[config.mk]
export PLATFORM = sky130hd
export DESIGN_NAME = spring_force_accumulator
export DESIGN_NICKNAME = d
export VERILOG_FILES = /design/src/design/sfa_pkg.sv /design/src/design/sfa_rdu.sv /design/src/design/sfa_mul.sv /design/src/design/spring_force_accumulator.sv
export VERILOG_INCLUDE_DIRS = /design/src /design/src/design
export SDC_FILE = /design/constraint.sdc
export NUM_CORES = 2
export LEC_CHECK = 0
export BUFFER_PORTS_ARGS = -buffer_cell sky130_fd_sc_hd__buf_2
export CORE_AREA = 2 2 571 573
export DETAILED_ROUTE_END_ITERATION = 10
export DIE_AREA = 0 0 573 575
export GPL_TIMING_DRIVEN = 0
export HOLD_SLACK_MARGIN = 0.05
export PLACE_DENSITY = 0.41
export SLEW_MARGIN = 20
export SYNTH_ARGS = -nofsm -noshare
export SYNTH_HDL_FRONTEND = slang
export SYNTH_SLANG_ARGS = --single-unit
[constraint.sdc]
create_clock -name clk -period 30 [get_ports clk]
set_clock_uncertainty 0.2 [all_clocks]
set_input_delay 6 -clock clk [delete_from_list [all_inputs] [get_ports clk]]
set_output_delay 6 -clock clk [all_outputs]
set_load 0.02 [all_outputs]
[src/design/assert_macros.svh]
// Assertion helpers shared by the RTL.
// Each macro expects clk and rst_n in scope.
`ifndef ASSERT_MACROS_SVH
`define ASSERT_MACROS_SVH

// Same-cycle implication.
`define ASSERT_IMPLIES(lbl, ante, cons) \
  lbl: assert property (@(posedge clk) disable iff (!rst_n) (ante) |-> (cons)) \
    else $error("assertion failed: implication");

// Next-cycle implication.
`define ASSERT_NEXT(lbl, ante, cons) \
  lbl: assert property (@(posedge clk) disable iff (!rst_n) (ante) |=> (cons)) \
    else $error("assertion failed: next-cycle implication");

`endif

[src/design/sfa_pkg.sv]
// ----------------------------------------------------------------------------
// sfa_pkg
// Types and constants for the spring force accumulator.
// ----------------------------------------------------------------------------
`default_nettype none

package sfa_pkg;

  localparam int IDX_W    = 12;
  localparam int COORD_W  = 32;
  localparam int REST_W   = 31;
  localparam int SUM_W    = 48;
  localparam int MAG_W    = 33;   // |d| and |l - l0|
  localparam int PROD_W   = 66;
  localparam int LEN_W    = 34;
  localparam int UNIT_W   = 31;   // unit component, at most 2^30
  localparam int UNIT_SH  = 30;
  localparam int SQ_STEPS = 34;
  localparam int DIV_STEPS = 31;

  localparam int CFG_AW = 3;
  localparam logic CFG_REG_SPRING_CONSTANT = 1'b0;   // word address bit
  localparam logic [31:0] SPRING_CONSTANT_RST = 32'h0001_0000;

  typedef struct packed {
    logic [IDX_W-1:0]          node_index;
    logic signed [COORD_W-1:0] node_x;
    logic signed [COORD_W-1:0] node_y;
    logic signed [COORD_W-1:0] node_z;
    logic signed [COORD_W-1:0] neighbor_x;
    logic signed [COORD_W-1:0] neighbor_y;
    logic signed [COORD_W-1:0] neighbor_z;
    logic [REST_W-1:0]         rest_length;
    logic                      last_neighbor;
  } sfa_in_t;

  typedef struct packed {
    logic [IDX_W-1:0]        out_node_index;
    logic signed [SUM_W-1:0] force_x;
    logic signed [SUM_W-1:0] force_y;
    logic signed [SUM_W-1:0] force_z;
    logic                    degenerate;
    logic                    saturated;
  } sfa_out_t;

  typedef enum logic [1:0] {
    RD_HOLD,
    RD_LOAD_SQRT,
    RD_LOAD_DIV,
    RD_STEP
  } rdu_op_t;

  typedef struct packed {
    rdu_op_t            op;
    logic [PROD_W-1:0]  operand;   // radicand, or dividend magnitude in low bits
    logic [LEN_W-1:0]   divisor;
  } rdu_cmd_t;

  typedef enum logic [2:0] {
    ST_IDLE,
    ST_SQ,
    ST_ROOT,
    ST_MK,
    ST_DIV,
    ST_MU,
    ST_ACC,
    ST_DONE
  } sfa_state_t;

endpackage

`default_nettype wire

[src/design/sfa_rdu.sv]
// ----------------------------------------------------------------------------
// sfa_rdu
// Root / divide unit: one shared compare-subtract, one bit a cycle on RD_STEP.
// ----------------------------------------------------------------------------
`default_nettype none

module sfa_rdu (
  input  wire logic              clk,
  input  wire sfa_pkg::rdu_cmd_t cmd,
  output logic [sfa_pkg::LEN_W-1:0] q
);
  import sfa_pkg::*;

  logic [36:0]      rem_r, rem_nxt;
  logic [LEN_W-1:0] q_r, q_nxt;
  logic [67:0]      sh_r, sh_nxt;
  logic             sq_r, sq_nxt;
  logic [36:0]      sub_a, sub_b;
  logic [37:0]      sub_d;
  logic             ge;

  always_comb begin
    if (sq_r) begin
      sub_a = {rem_r[34:0], sh_r[67:66]};
      sub_b = {1'b0, q_r, 2'b01};
    end else begin
      sub_a = {rem_r[35:0], sh_r[67]};
      sub_b = {3'b000, cmd.divisor};
    end
    sub_d = {1'b0, sub_a} - {1'b0, sub_b};
    ge    = !sub_d[37];

    rem_nxt = rem_r;
    q_nxt   = q_r;
    sh_nxt  = sh_r;
    sq_nxt  = sq_r;
    unique case (cmd.op)
      RD_HOLD: begin
      end
      RD_LOAD_SQRT: begin
        rem_nxt = '0;
        q_nxt   = '0;
        sh_nxt  = {2'b00, cmd.operand};
        sq_nxt  = 1'b1;
      end
      RD_LOAD_DIV: begin
        rem_nxt = 37'(cmd.operand[MAG_W-1:1]);
        q_nxt   = '0;
        sh_nxt  = {cmd.operand[0], 67'd0};
        sq_nxt  = 1'b0;
      end
      RD_STEP: begin
        rem_nxt = ge ? sub_d[36:0] : sub_a;
        q_nxt   = {q_r[LEN_W-2:0], ge};
        sh_nxt  = sq_r ? {sh_r[65:0], 2'b00} : {sh_r[66:0], 1'b0};
      end
      default: begin
      end
    endcase
  end

  always_ff @(posedge clk) begin
    rem_r <= rem_nxt;
    q_r   <= q_nxt;
    sh_r  <= sh_nxt;
    sq_r  <= sq_nxt;
  end

  assign q = q_r;

endmodule

`default_nettype wire

[src/design/sfa_mul.sv]
// ----------------------------------------------------------------------------
// sfa_mul
// 33 x 33 unsigned multiplier with registered product.
// ----------------------------------------------------------------------------
`default_nettype none

module sfa_mul (
  input  wire logic                       clk,
  input  wire logic [sfa_pkg::MAG_W-1:0]  a,
  input  wire logic [sfa_pkg::MAG_W-1:0]  b,
  output logic      [sfa_pkg::PROD_W-1:0] prod
);
  import sfa_pkg::*;

  logic [PROD_W-1:0] prod_r;

  always_ff @(posedge clk) begin
    prod_r <= PROD_W'(a) * PROD_W'(b);
  end

  assign prod = prod_r;

endmodule

`default_nettype wire

[src/design/spring_force_accumulator.sv]
// ----------------------------------------------------------------------------
// spring_force_accumulator
// Hookean spring force summed per node, one spring per item.
// ----------------------------------------------------------------------------
//   channel  dir  handshake              payload
//   in_      in   in_valid / in_stall    sfa_in_t  (one spring)
//   out_     out  out_valid / out_stall  sfa_out_t (node force, flags)
//   cfg_     in   APB psel/penable       spring_constant at word 0
//
// An item runs from the idle state that takes it through the squares, the
// 34-bit root, k*|l-l0|, per axis the 31-bit quotient, the split product
// and the sum, and the retire state before the next item can be taken.
// Root and quotients share one compare-subtract unit, one bit a cycle.
// Reset clears the sums, flags and handshake state; k returns to 1.0.
// A result waits in the output register; a new item is taken meanwhile,
// and a last item only retires once that register is free.
// ----------------------------------------------------------------------------
`default_nettype none

module spring_force_accumulator #(
  parameter int NODE_COUNT = 4096,
  parameter int FRAC_BITS  = 16
) (
  input  wire logic                       clk,
  input  wire logic                       rst_n,
  input  wire logic                       in_valid,
  output logic                            in_stall,
  input  wire sfa_pkg::sfa_in_t           in_data,
  output logic                            out_valid,
  input  wire logic                       out_stall,
  output sfa_pkg::sfa_out_t               out_data,
  input  wire logic                       cfg_psel,
  input  wire logic                       cfg_penable,
  input  wire logic                       cfg_pwrite,
  input  wire logic [sfa_pkg::CFG_AW-1:0] cfg_paddr,
  input  wire logic [31:0]                cfg_pwdata,
  output logic [31:0]                     cfg_prdata,
  output logic                            cfg_pready
);
  import sfa_pkg::*;

  // m = k*|l-l0| >> FRAC_BITS, split in two halves for the unit product
  localparam int MW  = PROD_W - FRAC_BITS;
  localparam int MLO = (MW + 1) / 2;
  localparam int AW  = MW + UNIT_W;
  localparam int TW  = MW + 1;
  localparam int SW  = ((TW > SUM_W) ? TW : SUM_W) + 2;
  localparam logic signed [SW-1:0] SAT_HI = {{(SW-SUM_W+1){1'b0}}, {(SUM_W-1){1'b1}}};
  localparam logic signed [SW-1:0] SAT_LO = {{(SW-SUM_W+1){1'b1}}, {(SUM_W-1){1'b0}}};

  // ---- configuration ----
  logic [31:0] k_r;

  assign cfg_pready = 1'b1;
  assign cfg_prdata = (cfg_paddr[2] == CFG_REG_SPRING_CONSTANT) ? k_r : 32'd0;

  always_ff @(posedge clk) begin
    if (!rst_n) begin
      k_r <= SPRING_CONSTANT_RST;
    end else if (cfg_psel && cfg_penable && cfg_pwrite && cfg_pready &&
                 cfg_paddr[2] == CFG_REG_SPRING_CONSTANT) begin
      k_r <= cfg_pwdata;
    end
  end

  // ---- sequencer ----
  sfa_state_t  state_r, state_nxt;
  logic [5:0]  cnt_r, cnt_nxt;
  logic [1:0]  comp_r, comp_nxt;
  logic        out_free;
  logic        in_acc;

  // ---- datapath registers ----
  logic [MAG_W-1:0]        mag_r [3];
  logic                    dneg_r [3];
  logic signed [SUM_W-1:0] sum_r [3];
  logic                    zero_seen_r, clip_seen_r;
  logic [IDX_W-1:0]        idx_r;
  logic [REST_W-1:0]       rest_r;
  logic                    last_r;
  logic [PROD_W-1:0]       s_r;
  logic [LEN_W-1:0]        len_r;
  logic                    diff_neg_r;
  logic [MW-1:0]           m_r;
  logic [UNIT_W-1:0]       u_r;
  logic [AW-1:0]           acc_r;
  logic                    out_valid_r;
  sfa_out_t                out_r;

  // shared units
  rdu_cmd_t          rcmd;
  logic [LEN_W-1:0]  rq;
  logic [MAG_W-1:0]  mul_a, mul_b;
  logic [PROD_W-1:0] prod;

  sfa_rdu u_rdu (.clk(clk), .cmd(rcmd), .q(rq));
  sfa_mul u_mul (.clk(clk), .a(mul_a), .b(mul_b), .prod(prod));

  logic [1:0]        sel;
  logic [MAG_W-1:0]  mag_sel;
  logic signed [34:0] diff;
  logic [MAG_W-1:0]  dmag;

  // squares select each axis by the step counter, then sel returns to comp_r
  assign sel      = (state_r == ST_SQ && cnt_r != 6'd3) ? cnt_r[1:0] : comp_r;
  assign mag_sel  = mag_r[sel];
  assign diff     = $signed({1'b0, rq}) - $signed({4'd0, rest_r});
  assign dmag     = diff[34] ? MAG_W'(-diff) : MAG_W'(diff);
  assign out_free = !out_valid_r || !out_stall;
  assign in_acc   = in_valid && !in_stall;

  always_comb begin
    state_nxt    = state_r;
    cnt_nxt      = cnt_r + 6'd1;
    comp_nxt     = comp_r;
    in_stall     = 1'b1;
    mul_a        = '0;
    mul_b        = '0;
    rcmd.op      = RD_HOLD;
    rcmd.operand = {{(PROD_W-MAG_W){1'b0}}, mag_sel};
    rcmd.divisor = len_r;
    unique case (state_r)
      ST_IDLE: begin
        in_stall = 1'b0;
        cnt_nxt  = '0;
        if (in_valid) state_nxt = ST_SQ;
      end
      ST_SQ: begin
        mul_a = mag_sel;
        mul_b = mag_sel;
        if (cnt_r == 6'd3) begin
          state_nxt = ST_ROOT;
          cnt_nxt   = '0;
        end
      end
      ST_ROOT: begin
        if (cnt_r == 6'd0) begin
          rcmd.op      = RD_LOAD_SQRT;
          rcmd.operand = s_r;
        end else begin
          rcmd.op = RD_STEP;
        end
        if (cnt_r == 6'(SQ_STEPS)) begin
          state_nxt = ST_MK;
          cnt_nxt   = '0;
        end
      end
      ST_MK: begin
        mul_a = MAG_W'(k_r);
        mul_b = dmag;
        if (cnt_r == 6'd1) begin
          state_nxt = ST_DIV;
          cnt_nxt   = '0;
          comp_nxt  = '0;
        end
      end
      ST_DIV: begin
        rcmd.op = (cnt_r == 6'd0) ? RD_LOAD_DIV : RD_STEP;
        if (cnt_r == 6'(DIV_STEPS)) begin
          state_nxt = ST_MU;
          cnt_nxt   = '0;
        end
      end
      ST_MU: begin
        if (cnt_r == 6'd0) begin
          mul_a = MAG_W'(m_r[MLO-1:0]);
          mul_b = MAG_W'(rq[UNIT_W-1:0]);
        end else begin
          mul_a = MAG_W'(m_r[MW-1:MLO]);
          mul_b = MAG_W'(u_r);
        end
        if (cnt_r == 6'd2) state_nxt = ST_ACC;
      end
      ST_ACC: begin
        cnt_nxt = '0;
        if (comp_r == 2'd2) begin
          state_nxt = ST_DONE;
        end else begin
          state_nxt = ST_DIV;
          comp_nxt  = comp_r + 2'd1;
        end
      end
      ST_DONE: begin
        if (!last_r || out_free) state_nxt = ST_IDLE;
      end
      default: state_nxt = ST_IDLE;
    endcase
  end

  always_ff @(posedge clk) begin
    if (!rst_n) begin
      state_r <= ST_IDLE;
      cnt_r   <= '0;
      comp_r  <= '0;
    end else begin
      state_r <= state_nxt;
      cnt_r   <= cnt_nxt;
      comp_r  <= comp_nxt;
    end
  end

  // ---- capture of the spring ----
  logic signed [MAG_W-1:0] d_in [3];

  always_comb begin
    d_in[0] = $signed({in_data.node_x[COORD_W-1], in_data.node_x})
            - $signed({in_data.neighbor_x[COORD_W-1], in_data.neighbor_x});
    d_in[1] = $signed({in_data.node_y[COORD_W-1], in_data.node_y})
            - $signed({in_data.neighbor_y[COORD_W-1], in_data.neighbor_y});
    d_in[2] = $signed({in_data.node_z[COORD_W-1], in_data.node_z})
            - $signed({in_data.neighbor_z[COORD_W-1], in_data.neighbor_z});
  end

  // index reduction, one restoring step per root cycle over the index bits
  logic [3:0]  idx_sh;
  logic [32:0] idx_cmp;
  assign idx_sh  = 4'(4'd11 - cnt_r[3:0]);
  assign idx_cmp = 33'(NODE_COUNT) << idx_sh;

  // ---- per-axis term and saturating sum ----
  logic [TW-1:0]         term_mag;
  logic                  term_neg;
  logic signed [SW-1:0]  tsum;
  logic signed [SUM_W-1:0] sum_new;
  logic                  clip;

  always_comb begin
    term_mag = acc_r[AW-1:UNIT_SH];
    term_neg = (diff_neg_r == dneg_r[comp_r]);
    tsum     = SW'(sum_r[comp_r]) +
               (term_neg ? -$signed(SW'(term_mag)) : $signed(SW'(term_mag)));
    clip     = 1'b0;
    sum_new  = tsum[SUM_W-1:0];
    if (tsum > SAT_HI) begin
      sum_new = SAT_HI[SUM_W-1:0];
      clip    = 1'b1;
    end else if (tsum < SAT_LO) begin
      sum_new = SAT_LO[SUM_W-1:0];
      clip    = 1'b1;
    end
  end

  // payload working registers
  always_ff @(posedge clk) begin
    if (in_acc) begin
      for (int c = 0; c < 3; c++) begin
        dneg_r[c] <= d_in[c][MAG_W-1];
        mag_r[c]  <= d_in[c][MAG_W-1] ? MAG_W'(-d_in[c]) : MAG_W'(d_in[c]);
      end
      idx_r  <= in_data.node_index;
      rest_r <= in_data.rest_length;
      last_r <= in_data.last_neighbor;
      s_r    <= '0;
    end
    if (state_r == ST_SQ && cnt_r != 6'd0) s_r <= s_r + prod;
    if (state_r == ST_ROOT && NODE_COUNT < (1 << IDX_W) && cnt_r < 6'd12 &&
        {21'd0, idx_r} >= idx_cmp) begin
      idx_r <= idx_r - IDX_W'(idx_cmp);
    end
    if (state_r == ST_MK && cnt_r == 6'd0) begin
      len_r      <= rq;
      diff_neg_r <= diff[34];
    end
    if (state_r == ST_MK && cnt_r == 6'd1) m_r <= prod[PROD_W-1:FRAC_BITS];
    if (state_r == ST_MU) begin
      if (cnt_r == 6'd0) u_r <= rq[UNIT_W-1:0];
      else if (cnt_r == 6'd1) acc_r <= AW'(prod);
      else acc_r <= acc_r + (AW'(prod) << MLO);
    end
    if (state_r == ST_DONE && last_r && out_free) begin
      out_r.out_node_index <= idx_r;
      out_r.force_x        <= sum_r[0];
      out_r.force_y        <= sum_r[1];
      out_r.force_z        <= sum_r[2];
      out_r.degenerate     <= zero_seen_r;
      out_r.saturated      <= clip_seen_r;
    end
  end

  // running sums and flags
  always_ff @(posedge clk) begin
    if (!rst_n) begin
      for (int c = 0; c < 3; c++) sum_r[c] <= '0;
      zero_seen_r <= 1'b0;
      clip_seen_r <= 1'b0;
      out_valid_r <= 1'b0;
    end else begin
      if (state_r == ST_MK && cnt_r == 6'd0 && s_r == '0) zero_seen_r <= 1'b1;
      if (state_r == ST_ACC && s_r != '0) begin
        sum_r[comp_r] <= sum_new;
        if (clip) clip_seen_r <= 1'b1;
      end
      if (state_r == ST_DONE && last_r && out_free) begin
        out_valid_r <= 1'b1;
        for (int c = 0; c < 3; c++) sum_r[c] <= '0;
        zero_seen_r <= 1'b0;
        clip_seen_r <= 1'b0;
      end else if (out_valid_r && !out_stall) begin
        out_valid_r <= 1'b0;
      end
    end
  end

  assign out_valid = out_valid_r;
  assign out_data  = out_r;

  // ---- checks ----
`include "assert_macros.svh"

  `ASSERT_NEXT(a_accept_starts, in_acc, state_r == ST_SQ)
  `ASSERT_NEXT(a_result_clears, state_r == ST_DONE && last_r && out_free,
               sum_r[0] == '0 && sum_r[1] == '0 && sum_r[2] == '0 && !clip_seen_r)
  `ASSERT_IMPLIES(a_result_source, $rose(out_valid_r),
                  $past(state_r == ST_DONE && last_r))

endmodule

`default_nettype wire
* After elaboration in Yosys (flattened, before gate mapping)
Memory sizes are Yosys's and may differ from the RTL's. A register that Yosys moved wholly into a read port is not among the register bits. Index checks and enable logic that the tools add are counted.
Word-level totals: register bits after elaboration 572, memory bits (writable) 246, bits of input ports 278, output and inout port bits 193, logic and storage cells 187, memories 3
Memory list:
- sum_r | depth 3, bits a word 48, rd ports 4, clocked after Yosys merged registers in 4, wr ports 3, RTL line spring_force_accumulator.sv:76 | logic signed [SUM_W-1:0] sum_r [3];
- mag_r | depth 3, bits a word 33, rd ports 1, clocked after Yosys merged registers in 0, wr ports 3, RTL line spring_force_accumulator.sv:74 | logic [MAG_W-1:0] mag_r [3];
- dneg_r | depth 3, bits a word 1, rd ports 1, clocked after Yosys merged registers in 1, wr ports 3, RTL line spring_force_accumulator.sv:75 | logic dneg_r [3];
Cells by class: add/sub/neg operators 15, multiply operators 1, $lt $le $gt $ge 2, equal/unequal tests 26, muxes and demuxes 70, bitwise logic cells 6, reductions and logical operators 39
Operators with widths (count):
- $mux 66 | 5
- $mux 48 | 6
- $pmux 68 s3 | 1
- $pmux 33 s3 | 2
- $mux 33 | 4
- $neg 33->33 | 4
- $pmux 36 s3 | 1
- $sub 32x32->33 | 3
- $add 81x81->81 | 1
- $mux 36 | 2
- $mux 68 | 1
- $pmux 34 s2 | 1
- $add 66x66->66 | 1
- $logic_not 66->1 | 1
- $mul 33x33->66 | 1
- $reduce_bool 66->1 | 1
- $add 48x53->53 | 1
- $gt 53x48->1 const B | 1
- $lt 53x48->1 const B | 1
- $mux 53 | 1
- $neg 51->53 | 1
- $reduce_or 48->1 | 1
- $sub 37x36->38 | 1
- $mux 37 | 1
- 41 further kinds | 116

* Logic depth before layout (Yosys ltp)
depth in word-level cells 8, depth in mapped cells 45, mapped depth without buffers 42

* Modules after synthesis
From an unflattened synthesis, not the netlist that was laid out.
Second synthesis, totals: cell total of the unflattened synthesis 10193, area, all modules 97845.1 um^2
By module, submodules not included:
- spring_force_accumulator | instances 1, cells an instance 5209, area each 51717.1 um^2, sequential area each 23002.1 um^2
- sfa_mul | instances 1, cells an instance 4099, area each 36825.3 um^2, sequential area each 1321.3 um^2
- sfa_rdu | instances 1, cells an instance 885, area each 9302.7 um^2, sequential area each 4174.0 um^2

* Worst setup path before layout
Ideal clock, no wire load.
kind input to register, start point input port out_stall, end point memory sum_r[0][0] (enable), setup time 407 ps, data arrival time 15837 ps, data required time 29393 ps, path slack 13556 ps, stages 3, path buffers 0, cell sequence a21oi_1 > nor2b_1 > nand2_1
RTL lines:
- start, declared | RTL line spring_force_accumulator.sv:30 | input wire logic out_stall,
- end, declared | RTL line spring_force_accumulator.sv:76

* Final worst setup path
start point register state_r[1], end point register u_mul.prod_r[65] (netlist: u_mul.prod[65])
Between the ends: cells in the longest elaborated chain, start to end 6, elaborated cells on any way between the ends 9, classes of those cells mul (1); eq/ne (3); mux (3); reduce/logical (1); memory (1)
Ends and longest elaborated chain:
- start, declared | RTL line spring_force_accumulator.sv:67 | sfa_state_t state_r, state_nxt;
- start signal, assigned | RTL line spring_force_accumulator.sv:196 | state_r <= state_nxt;
- $eq 3x1->1 | RTL line spring_force_accumulator.sv:105, spring_force_accumulator.sv:122
- $logic_and 1x1->1 | RTL line spring_force_accumulator.sv:105 | assign sel = (state_r == ST_SQ && cnt_r != 6'd3) ? cnt_r[1:0] : comp_r;
- $mux 2 | RTL line spring_force_accumulator.sv:105
- $mem_v2 3x33
- $pmux 33 s3 | RTL line spring_force_accumulator.sv:122 | unique case (state_r)
- $mul 33x33->66 (*) | RTL line sfa_mul.sv:18 | prod_r <= PROD_W'(a) * PROD_W'(b);
- end signal, assigned | RTL line sfa_mul.sv:18
- end, declared | RTL line sfa_mul.sv:15 | logic [PROD_W-1:0] prod_r;
Mark *: on every way between the ends. The rest lies on a longest branch, timed or not. A chain may end at the register's enable or synchronous reset.

==> flow_metrics.env <==
export IMPL_area_growth_pct=13.50
export IMPL_hold_path_class="reg -> reg"
export IMPL_final_cells=15170
export IMPL_htreeDepth=3
export IMPL_async_reset_ff_frac=0
export IMPL_drt_wl_total_um=410800
export IMPL_setup_viol=0
export IMPL_ios=471
export IMPL_clkTransAtPathRegs_ns=0.06
export IMPL_gr_total_overflow=0
export IMPL_die_h_um=575
export IMPL_hold_path_depth=0
export IMPL_path_buf_inv=7
export IMPL_fin_nets=12590
export IMPL_cts_hold_repair_buffers=0
export IMPL_finalHoldViolations=0
export IMPL_ir_drop_mv=0.06699
export IMPL_drive_gt1_frac=0.09892
export IMPL_drc=0
export IMPL_coreArea_um2=323200
export IMPL_drt_iter0_markers=6842
export IMPL_cp_slowest_cell="clkbuf_1"
export IMPL_cap_violations=0
export IMPL_ys_ff_latch=987
export IMPL_crit_required_ns=30.50
export IMPL_netlist_area_um2=96600
export IMPL_antenna_found_initial=37
export IMPL_max_freq_mhz=63.84
export IMPL_cts_sinks=987
export IMPL_critPathKind="reg -> reg"
export IMPL_synth_edf_count=873
export IMPL_clockBufferDepth=4
export IMPL_drv_slew=0
export IMPL_yosysTopAreaCell="edfxtp_1"
export IMPL_cp_top_family="adder cells"
export IMPL_cts_tree="done"
export IMPL_min_to="out_data[147]"
export IMPL_num_rows=209
export IMPL_status="finished clean"
export IMPL_die_area_um2=329500
export IMPL_regToRegStartpoint="state_r[1]"
export IMPL_hold_start="idx_r[1]"
export IMPL_reg2reg_depth=36
export IMPL_port_buffer_count=467
export IMPL_grt_pass1_vias=80030
export IMPL_rsz0062_at_grt="no"
export IMPL_insertion_delay_ns=0.92
export IMPL_vias=78960
export IMPL_timing_final_crit_share=0.5221
export IMPL_cts_setup_buffers=0
export IMPL_grtUsageTotal=0.2444
export IMPL_wl_per_cell_um=27.08
export IMPL_tightest_slew_ns=1.293
export IMPL_p_leak_uw=0.04666
export IMPL_yosys_warnings=0
export IMPL_fin_tns_setup_ns=0
export IMPL_firstDrtPassIters=7
export IMPL_crit_fanout=10
export IMPL_place_congestion=0.9894
export IMPL_synth_nets=11940
export IMPL_seqCellArea_um2=28500
export IMPL_power_density_nw_per_um2=87.48
export IMPL_fin_crit_ns=15.66
export IMPL_ys_types=113
export IMPL_relSlewSlack=0.1380
export IMPL_r2r_slack_ns=14.34
export IMPL_cp_start_kind="register"
export IMPL_drt_vias_per_instance=5.205
export IMPL_rr_endpoint="u_mul.prod[65]"
export IMPL_avgSynthCellArea_um2=9.581
export IMPL_grt_pass1_wl_um=585000
export IMPL_yosysSeqAreaShare=0.2950
export IMPL_place_hpwl_um=341700
export IMPL_grt_max_degree=99
export IMPL_num_fill_cells=33570
export IMPL_die_w_um=573
export IMPL_synth_top_area_share=0.2714
export IMPL_dp_cells=14920
export IMPL_critPathCaptureType="register"
export IMPL_initial_core_util=0.2989
export IMPL_detail_route_antenna_nets=0
export IMPL_syn_inst=10080
export IMPL_clock_root_buffer="clkbuf_16"
export IMPL_synth_area_top_cells="edfxtp_1 (27%), fa_1 (20%), ha_1 (8.0%)"
export IMPL_cts_resized=0
export IMPL_numCtsBuffers=124
export IMPL_slowest_delay_ns=0.95
export IMPL_synthFlopType="edfxtp_1"
export IMPL_multiInputGateArea_um2=61460
export IMPL_cp_arrival_ns=16.17
export IMPL_cp_common_cell="fa_1"
cell usage after synthesis, drive strengths merged, types with 14 or more instances:
master      n
nand2    1302
inv      1287
fa        966
edfxtp    873
a21oi     628
nor2      624
ha        617
o21ai     572
clkbuf    419
xnor2     314
a21o      240
xor2      194
and2      158
mux2      122
dfxtp     114
mux2i     110
nor2b      98
nand3      97
nor3       95
a22o       92
nand4      92
buf        91
o21a       71
a31oi      66
nand2b     63
o21bai     60
o211ai     57
and3       54
nor4       51
a21boi     49
mux4       48
a211oi     46
o31ai      38
or3        32
or2        27
o221ai     22
and4       20
a211o      19
or4        19
a2111oi    17
nor3b      16
a221oi     15
o31a       14
o41ai      14
worst max path at each step:
stage,start,end,slack [ns],depth (start not counted)
detailed placement,state_r[1],u_mul.prod[65],14.70,38
CTS,state_r[1],u_mul.prod[65],14.66,36
global placement,out_stall,sum_r[1][46],4.52,4
global route,cnt_r[2],u_mul.prod[65],13.88,37
floorplan,out_stall,sum_r[0][0],13.56,3
finish,state_r[1],u_mul.prod[65],14.34,36
state kept, by name, indices dropped and copies added (netlist names), 50 cells and up, named ones only:
| register | flops |
|---|---|
| m_r | 50 |
| mag_r | 99 |
| u_mul.prod | 66 |
| s_r | 66 |
| sum_r | 192 |
| out_data | 158 |
| u_rdu.sh_r | 68 |
| acc_r | 56 |
logic make-up after synthesis:
logic type               Yosys count  synth area share
AND/OR/NAND/NOR                 2785            0.1313
AO/OA/AOI/OAI                   2139            0.1393
buffers and inverters           1799           0.07141
adder cells (fa/ha/maj)         1583            0.2801
flip-flops                       987            0.2950
XOR/XNOR                         508           0.04606
multiplexers                     280           0.03681
other                              1        0.00003882
metrics by stage:
step / power [uW] / util / hold slack [ns] / cell area [um2] / setup slack, ns
6_report: 9591 / 0.3392 / 0.1389 / 109600 / 14.34
5_1_grt: 10200 / 0.3391 / 0.1386 / 109600 / 13.88
4_1_cts: 9629 / 0.3390 / 0.1203 / 109600 / 14.66
3_5_place_dp: 8048 / 0.3266 / 0.2057 / 105500 / 14.70
3_3_place_gp: 8007 / 0.3228 / 0.2009 / 104300 / 4.525
2_1_floorplan: 5562 / - / 0.2003 / 96600 / 13.56
layer usage:
layer | share of wire | GRT usage | up-vias
met5 | 0 | 0 | -
met4 | 0.040 | 0.08605 | 0
met3 | 0.061 | 0.03350 | 493
met2 | 0.45 | 0.3882 | 2706
met1 | 0.45 | 0.3397 | 40200
li1 | - | - | 35560
power by group:
group / total (uW) / internal, uW / switching, uW / leakage (uW)
registers: 2090 / 1810 / 277 / 0.00919
logic: 5990 / 1930 / 4050 / 0.0355
clock network: 1520 / 859 / 656 / 0.00194
total: 9590 / 4600 / 4990 / 0.0467
placed cells by master (no fill, tap or decap), types with 71 or more instances in the layout:
cell	n
nor3_1	91
dfxtp_1	114
o21ai_0	552
mux2_2	122
edfxtp_1	873
and2_1	153
o21a_1	71
mux2i_1	109
inv_1	1286
clkbuf_16	124
a21oi_1	623
nand4_1	90
nand2_1	1297
fa_1	966
xor2_1	194
buf_2	507
a21o_1	240
nor2_1	620
clkbuf_1	414
a22o_1	92
xnor2_1	314
nand3_1	95
nor2b_1	97
ha_1	617
final cells by class:
type | count | share of cell area
tap | 4325 | 0.04936
clock inverter | 89 | 0.007771
clock buffer | 140 | 0.02903
sequential | 987 | 0.2599
multi-input combinational | 7296 | 0.5606
timing repair buffer | 516 | 0.02981
buffer | 511 | 0.01900
inverter | 1288 | 0.04416
antenna | 16 | 0.0003652
No activity file was read; power rests on OpenSTA's default activity.
